`src/rtl/core/msf_pkg.sv`:
```
package msf_pkg;

  // Default number of notes that carry flags.
  localparam int NOTE_COUNT_DEFAULT = 128;

  // Full MIDI note span and the width of one release bank.
  localparam int NOTE_SPAN  = 128;
  localparam int BANK_WIDTH = 64;
  localparam int BANK_SHIFT = 6;

  // Message kinds taken from the upper nibble of the status byte.
  localparam logic [3:0] KIND_NOTE_OFF = 4'h8;
  localparam logic [3:0] KIND_NOTE_ON  = 4'h9;
  localparam logic [3:0] KIND_CTRL     = 4'hB;

  // Sostenuto pedal controller and its on threshold.
  localparam logic [6:0] PEDAL_CTRL      = 7'd66;
  localparam logic [6:0] PEDAL_THRESHOLD = 7'd64;

  // Status nibble used for generated release results.
  localparam logic [3:0] RELEASE_KIND = 4'h8;

  // Result kinds.
  localparam logic RESULT_FORWARD = 1'b0;
  localparam logic RESULT_RELEASE = 1'b1;

  // One input message.
  typedef struct packed {
    logic [7:0]  status_byte;
    logic [6:0]  first_data;
    logic [6:0]  second_data;
    logic [15:0] sample_offset;
  } msg_item_t;

  // One result item.
  typedef struct packed {
    logic        result_kind;
    logic [7:0]  out_status;
    logic [6:0]  out_first;
    logic [6:0]  out_second;
    logic [15:0] out_offset;
    logic        note_bank;
    logic [63:0] release_mask;
    logic        last_of_run;
  } res_item_t;

  // Sequencer states.
  typedef enum logic [1:0] {
    ST_IDLE,
    ST_EXEC,
    ST_COPY_HI,
    ST_RELEASE_HI
  } seq_state_t;

  // Operations of the flag bank unit.
  typedef enum logic [2:0] {
    FOP_NONE,
    FOP_COPY,
    FOP_CLEAR,
    FOP_HOLD_SET,
    FOP_HOLD_CLR
  } flag_op_t;

  // Command from the sequencer to the flag unit.
  typedef struct packed {
    flag_op_t   op;
    logic       bank;
    logic [6:0] note;
  } flag_cmd_t;

  // Status from the flag unit back to the sequencer.
  typedef struct packed {
    logic [63:0] release_mask;
    logic        note_latched;
  } flag_status_t;

endpackage

```
`src/rtl/core/msf_flags.sv`:
```
module msf_flags #(
  parameter int NOTE_COUNT = msf_pkg::NOTE_COUNT_DEFAULT
) (
  input  logic                  clk,
  input  logic                  rst,
  input  msf_pkg::flag_cmd_t    cmd,
  output msf_pkg::flag_status_t status
);
  import msf_pkg::*;

  localparam int IDX_W = (NOTE_COUNT > 1) ? $clog2(NOTE_COUNT) : 1;

  logic [NOTE_COUNT-1:0] key_held;
  logic [NOTE_COUNT-1:0] note_latched;
  logic [NOTE_SPAN-1:0]  held_pad;
  logic [NOTE_SPAN-1:0]  latched_pad;
  logic [BANK_WIDTH-1:0] held_bank;
  logic [BANK_WIDTH-1:0] latched_bank;
  logic [IDX_W-1:0]      idx;

  assign idx = cmd.note[IDX_W-1:0];

  // Notes without flags read as neither held nor latched.
  for (genvar g = 0; g < NOTE_SPAN; g++) begin : g_pad
    if (g < NOTE_COUNT) begin : g_live
      assign held_pad[g]    = key_held[g];
      assign latched_pad[g] = note_latched[g];
    end else begin : g_none
      assign held_pad[g]    = 1'b0;
      assign latched_pad[g] = 1'b0;
    end
  end

  // The shared bank unit: one 64-note group is selected per cycle.
  assign held_bank    = cmd.bank ? held_pad[NOTE_SPAN-1:BANK_WIDTH] : held_pad[BANK_WIDTH-1:0];
  assign latched_bank = cmd.bank ? latched_pad[NOTE_SPAN-1:BANK_WIDTH]
                                 : latched_pad[BANK_WIDTH-1:0];

  assign status.release_mask = latched_bank & ~held_bank;
  assign status.note_latched = note_latched[idx];

  // Flag updates, one bank or one note per command.
  always_ff @(posedge clk) begin
    if (rst) begin
      key_held     <= '0;
      note_latched <= '0;
    end else begin
      case (cmd.op)
        FOP_COPY: begin
          for (int i = 0; i < NOTE_COUNT; i++) begin
            if ((i >> BANK_SHIFT) == int'(cmd.bank)) note_latched[i] <= key_held[i];
          end
        end
        FOP_CLEAR: begin
          for (int i = 0; i < NOTE_COUNT; i++) begin
            if ((i >> BANK_SHIFT) == int'(cmd.bank)) note_latched[i] <= 1'b0;
          end
        end
        FOP_HOLD_SET: key_held[idx] <= 1'b1;
        FOP_HOLD_CLR: key_held[idx] <= 1'b0;
        default: ;
      endcase
    end
  end

endmodule

```
`config.mk`:
```
export PLATFORM = sky130hd
export DESIGN_NAME = msf_flags
export DESIGN_NICKNAME = d
export VERILOG_FILES = /design/src/rtl/core/msf_pkg.sv /design/src/rtl/core/msf_flags.sv
export SDC_FILE = /design/constraint.sdc
export NUM_CORES = 1
export LEC_CHECK = 0
export BUFFER_PORTS_ARGS = -buffer_cell sky130_fd_sc_hd__buf_4
export CORE_MARGIN = 2
export CORE_UTILIZATION = 55
export DETAILED_ROUTE_END_ITERATION = 8
export MAX_ROUTING_LAYER = met4
export PLACE_DENSITY_LB_ADDON = 0.15
export SLEW_MARGIN = 20
export SYNTH_ARGS = -nofsm -noshare
export SYNTH_HDL_FRONTEND = slang
export SYNTH_SLANG_ARGS = --single-unit
```
`constraint.sdc`:
```
create_clock -name clk -period 6.99 [get_ports clk]
set_input_delay 1.398 -clock clk [delete_from_list [all_inputs] [get_ports clk]]
set_output_delay 1.398 -clock clk [all_outputs]
set_load 0.02 [all_outputs]
```
## Word level (Yosys, flattened, before mapping)

Cells that the tools add are included.

| word-level totals | value |
|---|---|
| word-level logic and storage cells | 161 |
| flip-flop bits (word level) | 256 |
| input port bits | 13 |
| output and inout port bits | 65 |

| operators by class | value |
|---|---|
| magnitude comparators | 2 |
| muxes and demuxes | 138 |
| bitwise operators | 5 |
| eq/ne operators | 8 |
| reductions and logical operators | 5 |

Operators by type and width:

| operator | count |
|---|---|
| $pmux 128 s2 | 2 |
| $mux 1 | 132 |
| $and 128x128->128 | 1 |
| $mux 64 | 2 |
| $not 128->128 | 1 |
| $or 128x128->128 | 1 |
| $and 64x64->64 | 1 |
| $not 64->64 | 1 |
| $lt 7x8->1 const B | 1 |
| $ne 2x2->1 const B | 4 |
| $bmux 1 s7 | 1 |
| $demux 1 s7 | 1 |
| $ge 7x1->1 const B | 1 |
| $eq 3x2->1 const B | 2 |
| $reduce_and 3->1 | 2 |
| $reduce_bool 2->1 | 2 |
| $eq 3x1->1 const B | 1 |
| $eq 3x3->1 const B | 1 |
| $logic_and 1x1->1 | 1 |

## Longest topological paths before layout

Gate-level depths: netlist of the first run.

| depth | value |
|---|---|
| word-level depth | 7 |
| gate-level depth with buffers | 9 |

## Worst setup path after synthesis of the first run

Ideal clock, no wire load.

| timing | value |
|---|---|
| path kind | input-to-output |
| from | input cmd[1] in the netlist's numbering |
| to | output status[0] in the netlist's numbering |
| setup slack | 2.136 ns |
| path buffers | 2 |
| data required time | 5.592 ns |
| stages | 7 |
| arrival | 3.456 ns |
| path through | clkbuf_1 -> clkbuf_1 -> mux4_2 -> mux4_2 -> mux2i_1 -> nor2_1 -> or4_1 |

RTL lines:

| element | line | source |
|---|---|---|
| start: declaration | msf_flags.sv:6 | `input msf_pkg::flag_cmd_t cmd,` |
| end: declaration | msf_flags.sv:7 | `output msf_pkg::flag_status_t status` |

==> impl_results.md, run 1 <==
- Prevailing post-synth register cell: dfxtp_1
- EDFF count, synth: 0
- Post-synthesis sequential area ratio: 43.3%
- FF+latch count, synth: 256
- Post-synth cell types: 40
- Util after Layout: 62.8%
- DIE AREA: 22700 sq um
- Reg2reg setup slack: 6.16 ns
- GP Congestion: 0.898
- Clock sinks: 256
- Maximum clock rate: 0.188 GHz
- Post-Layout Cell Count: 1748
- Post-CTS setup repair buffer count: 0
- Hold Fails Final Rpt: 0
- Count leader, synth: dfxtp_1
- Ys Warns: 0
- CP Data Required Time: 5.59 ns
- # DRC: 0
- Via density: 6.40
- Syn_nets: 1482
- Crit Path Category: in -> out
- Synth async-reset ratio: 0%
- Fin crit share: 76.1%
- Met2 Use GR: 50.7%
- Die Span Y: 151 um
- Worst Slack Setup Final: 1.67 ns
- Initial core utilization: 56.1%
- Pleak: 3.98 nW
- Row count: 53
- Post-DRT Antenna Nets: 0
- Cell area power density: 230 nW/um^2
- Initial antenna violation count: 0
- Die span in x: 151 um
- DP Worst Slack: 1.73 ns
- Largest net degree at the start of global routing: 134
- Layout Skew: 0.00862 ns
- Final nets: 1466
- Core Box Area: 21100 sq um
- Worst-path fanout max: 34
- Hold/Removal Path Class: reg -> reg
- Post-synth top cells: 256 x dfxtp_1, 201 x a21oi_1, 152 x nand2_1
- CTS buffer count: 26
- I/O pin total: 78
- N_diodes: 0
- Peak VDD IR: 184 uV
- Drt initial violations: 1442
- DR WL/cell: 21.6 um
- Clk root buf: clkbuf_16
- Overall power: 0.00304 W
- Gr busiest metal: met2
- Clock buffer depth: 3
- Cell area after synthesis: 11800 sq um
- Clk slew on worst S/H paths: 0.06 ns
- # setup viols final: 0
- TritonCTS clock tree: built
- Slew of the pin with the lowest slew margin: 1.24 ns
- Relative slew slack: 16.9%
- Worst path arrival time: 3.92 ns
- Global routing usage on met1: 47.0%
- Layout cells sized above 1: 11.1%
- Kind of start point of the critical path: input pin
- Crit path capture type: output port
- Yosys top cell area share: 43.3%
- Cells after Synth: 1469
- Worst r2r path cells: 2
- Vias in the first global route: 10100
- Clk Latency, worst-skew pair: 0.53 ns
- Status: finished clean
- Synth area leaders: dfxtp_1 43%, a21oi_1 8.5%, nand3_1 5.8%
- Number of max-cap violations: 0
- Syn Area/Cell: 8.05 sq um
- Cell taking the most area after synthesis: dfxtp_1
- Placed Cells incl. Taps: 1700
- Met3 track demand over resource: 4.79%
- Hold Startpoint: latched_pad[37]
- Grt ovf: 0
- Post-CTS Resized: 0
- Setup tns final: 0 ns
- Hold Crit Depth: 2
- WL final: 37700 um
- DP Wirelength: 22700 um
- Port buffer count: 77
- H-tree depth: 1
- Pre-Repair DR Iteration Count: 5
- Min Tclk post-route: 5.32 ns
- WHS Endpoint: latched_pad[37]
- First-pass GRT wire length: 58000 um
- Post-cts hold buffer count: 0
- GRT Util Overall: 33.7%
- Synth-to-Final Area Change: 11.9%
- RSZ-0062 raised after global routing: no
- Vias: 11200
- Max Slew Vio Count: 0
worst max-delay path by stage:
stage                 from  slack [ns]  cells past startpoint         to
finish              cmd[0]        1.67                      7  status[0]
global route        cmd[1]        1.58                      8  status[0]
CTS                 cmd[0]        1.72                      7  status[0]
detailed placement  cmd[0]        1.73                      7  status[0]
global placement    cmd[0]        1.76                      7  status[0]
floorplan           cmd[1]        2.14                      7  status[0]
stage by stage:
step,hold slack [ns],instance area [sq um]
floorplan,0.441,11800
global placement,0.455,12400
detailed placement,0.463,12400
CTS,0.471,13200
global route,0.485,13200
finish,0.472,13200
cell type report:
type / count / area (sq um)
Clock inverter: 10 / 82.6
Fill cell: 1865 / 7850
Inverter: 1 / 3.75
Clock buffer: 38 / 777
Sequential cell: 256 / 5120
Tap cell: 275 / 344
Multi-Input combinational cell: 1077 / 6210
Timing Repair Buffer: 91 / 699
worst max-delay path, cell delays in order:
cell and delay [ns]:
buf_4 0.41, mux4_2 0.56, mux4_2 0.52, mux2i_1 0.18, nor2_1 0.08, or4_1 0.56
buf_4 0.20
routing by layer:
metal  part of all wire (%)  vias to the layer above
met3                    8.7                       76
met4                    2.9                        0
met1                     42                     5315
met5                      0                        -
met2                     46                      530
li1                       -                     5264
cells in the final DEF, fill, tap and decap left out, types with 65 or more instances in the layout:
cell type,Yosys,routed
a211oi_1,66,66
a21oi_1,201,201
buf_4,0,89
dfxtp_1,256,256
nand2_1,152,151
nand2b_1,70,70
nand3_1,137,137
nand3b_1,65,65
nor2_1,149,147
o21ai_0,69,69
kinds of logic after synthesis:
kind of cell,Yosys count,synth area share (%)
mux,34,4.44
flops,256,43.3
compound gates,435,22.7
simple gates,607,24.9
xor+xnor,1,0.0740
buf+inv,136,4.53
power breakdown:
part | internal, W | total [W] | switching, W | leakage [nW]
logic | 0.0000318 | 0.000180 | 0.000148 | 1.50
clock network | 0.000808 | 0.00140 | 0.000595 | 0.420
registers | 0.00146 | 0.00146 | 0.00000140 | 2.06
Power figures use the tool's default switching activity.
==> run 2, diff against run 1 <==
- ABC_AREA: unset -> 1
- clock period: 6.99 -> 5.2 ns (I/O delays scaled with it)
==> impl_results.md, run 2 <==
- Cell mode on critical path: nand2_1
- # DRC: 0
- Clk root buf: clkbuf_16
- CP Data Required Time: 4.16 ns
- Syn Area/Cell: 6.99 sq um
- First-pass GRT wire length: 64000 um
- Synth area leaders: dfxtp_1 42%, nand2_1 9.8%, a21oi_1 8.7%
- Switch share: 25.8%
- Kind of start point of the critical path: input pin
- CP peak stage delay: 0.40 ns
- Cells after Synth: 1732
- GRT Util Overall: 34.9%
- Cell taking the most area after synthesis: dfxtp_1
- H-tree depth: 1
- Post-CTS setup repair buffer count: 0
- Critical path cell sequence: buf_4, inv_1, buf_4, nand2_1, o21ai_0, nand2_1, nand2_1, nand2_1, nand2_1, nand2_1, nand2_1, nor2_1, nand4_1, buf_4
- Clk slew on worst S/H paths: 0.06 ns
- DIE AREA: 23200 sq um
- Synth-to-Final Area Change: 12.8%
- Post-synthesis sequential area ratio: 42.3%
- Switching power: 0.00117 W
- GP Congestion: 0.907
- TritonCTS clock tree: built
- Drt initial violations: 1448
- Fin crit share: 81.9%
- DR WL/cell: 19.8 um
- Most common cell after layout, fill and taps aside: nand2_1
- Pre-Repair DR Iteration Count: 5
- Initial antenna violation count: 0
- Hold Startpoint: latched_pad[24]
- CP bufs+invs: 4
- Post-synth cell types: 25
- Power share of the combinational group: 9.9%
- Vias in the first global route: 11500
- Crit path capture type: output port
- Row count: 54
- # setup viols final: 0
- Post-Layout Cell Count: 2035
- Relative slew slack: 27.5%
- DP Wirelength: 24200 um
- Worst-path fanout max: 46
- Clock sinks: 256
- Initial core utilization: 55.8%
- Prevailing post-synth register cell: dfxtp_1
- N_diodes: 0
- Yosys top cell area share: 42.3%
- Final nets: 1748
- Sequential share of power: 44.8%
- CTS buffer count: 27
- WL final: 40300 um
- Hold Fails Final Rpt: 0
- Pleak: 5.27 nW
- Clock buffer depth: 3
- Peak VDD IR: 295 uV
- Vias: 12400
- FF+latch count, synth: 256
- Number of max-cap violations: 0
- Cell area after synthesis: 12100 sq um
- Most frequent cells in the layout: 317 x nand2_1, 256 x dfxtp_1, 210 x a21oi_1, 193 x inv_1, 131 x nor2_1
- Fillers: 1988
- Die span in x: 152 um
- Worst Setup SP: cmd[0]
- RSZ-0062 raised after global routing: no
- Count leader, synth: nand2_1
- EDFF count, synth: 0
- Layout cells sized above 1: 9.52%
- Syn_nets: 1745
- Crit Path Category: in -> out
- Clk network pwr share: 45.3%
- Worst path arrival time: 3.22 ns
- Largest net degree at the start of global routing: 93
- Grt ovf: 0
- Placed Cells incl. Taps: 1986
- Delay-heaviest family, CP: buffers and inverters
- Max Slew Vio Count: 0
- Post-cts hold buffer count: 0
- Core Box Area: 21700 sq um
- Synth async-reset ratio: 0%
- Clk Latency, worst-skew pair: 0.55 ns
- I/O pin total: 78
- Overall power: 0.00452 W
- Post-CTS Resized: 0
- Die Span Y: 152 um
- Ys Warns: 0
- Min Tclk post-route: 4.26 ns
- Port buffer count: 77
- Hold/Removal Path Class: reg -> reg
- Critical path's slowest cell: inv_1
- Status: finished clean
- Setup tns final: 0 ns
- Post-DRT Antenna Nets: 0
- Internal power: 0.00335 W
- Maximum clock rate: 0.235 GHz
- Layout Skew: 0.0225 ns
- Via density: 6.07
- Cell area power density: 331 nW/um^2
- Slew of the pin with the lowest slew margin: 1.09 ns
- Post-synth top cells: 317 x nand2_1, 256 x dfxtp_1, 210 x a21oi_1
- Fin Hold WS: 0.468 ns
## run 2: cell types whose count changed after synthesis, sizes merged, moves of 64 or more
cell	change
inv	+202
nand2	+171
nand3b	-65
nand2b	-70
o21ai	+76
a311oi	-64
## run 2: cells by family (layout without fill, tap and decap cells)
logic type	Yosys count	in the layout	synth area share (%)
AND/OR/NAND/NOR	585	585	19.9
AO/OA/AOI/OAI	564	564	27.3
buffers and inverters	327	350	10.5
flip-flops	256	256	42.3
## run 2: layout make-up
type | instances | area [sq um] | area share [%]
multi-input cells | 1149 | 5730 | 41.9
flip-flops and latches | 256 | 5120 | 37.5
clock buffers | 39 | 811 | 5.94
inverters | 204 | 769 | 5.63
repair buffers | 97 | 741 | 5.42
well taps | 280 | 350 | 2.57
clock inverters | 10 | 135 | 0.989
## run 2: through the flow
| step | util, % | setup slack, ns | instance area (sq um) |
|---|---|---|---|
| 6_report | 63.0 | 0.941 | 13700 |
| 5_1_grt | 63.0 | 0.796 | 13700 |
| 4_1_cts | 63.0 | 1.06 | 13700 |
| 3_5_place_dp | 58.6 | 1.06 | 12700 |
| 3_3_place_gp | 58.6 | 1.09 | 12700 |
| 2_1_floorplan | - | 1.86 | 12100 |
## run 2: metal layers
metal / track usage (%) / vias up / share of wire (%)
li1: - / 5868 / -
met1: 48.0 / 5736 / 42
met2: 52.9 / 642 / 45
met3: 3.98 / 108 / 9.3
met4: 13.6 / 0 / 3.6
met5: - / - / 0
## run 2: worst register-to-register path, stage by stage, from the launching register on
cell and delay [ns]:
dfxtp_1 0.34, inv_1 0.06, o21ai_1 0.07, nand2_1 0.07, a31oi_1 0.18
## run 2: final timing paths
| check | to | slack (ns) | cells past startpoint |
|---|---|---|---|
| setup / recovery | status[0] | 0.94 | 14 |
| setup reg to reg | flop | 4.40 | 4 |
| hold reg to reg | latched_pad[24] | 0.47 | 2 |
| hold / removal | latched_pad[24] | 0.47 | 2 |
## run 2: power by group through the flow
stage                     registers [W]  logic [W]  clock network (W)
after floorplan                 0.00206   0.000288                  0
after global placement          0.00206   0.000434                  0
after detailed placement        0.00206   0.000436                  0
after CTS                       0.00202   0.000439            0.00205
after global routing            0.00203   0.000481            0.00214
final                           0.00202   0.000448            0.00205
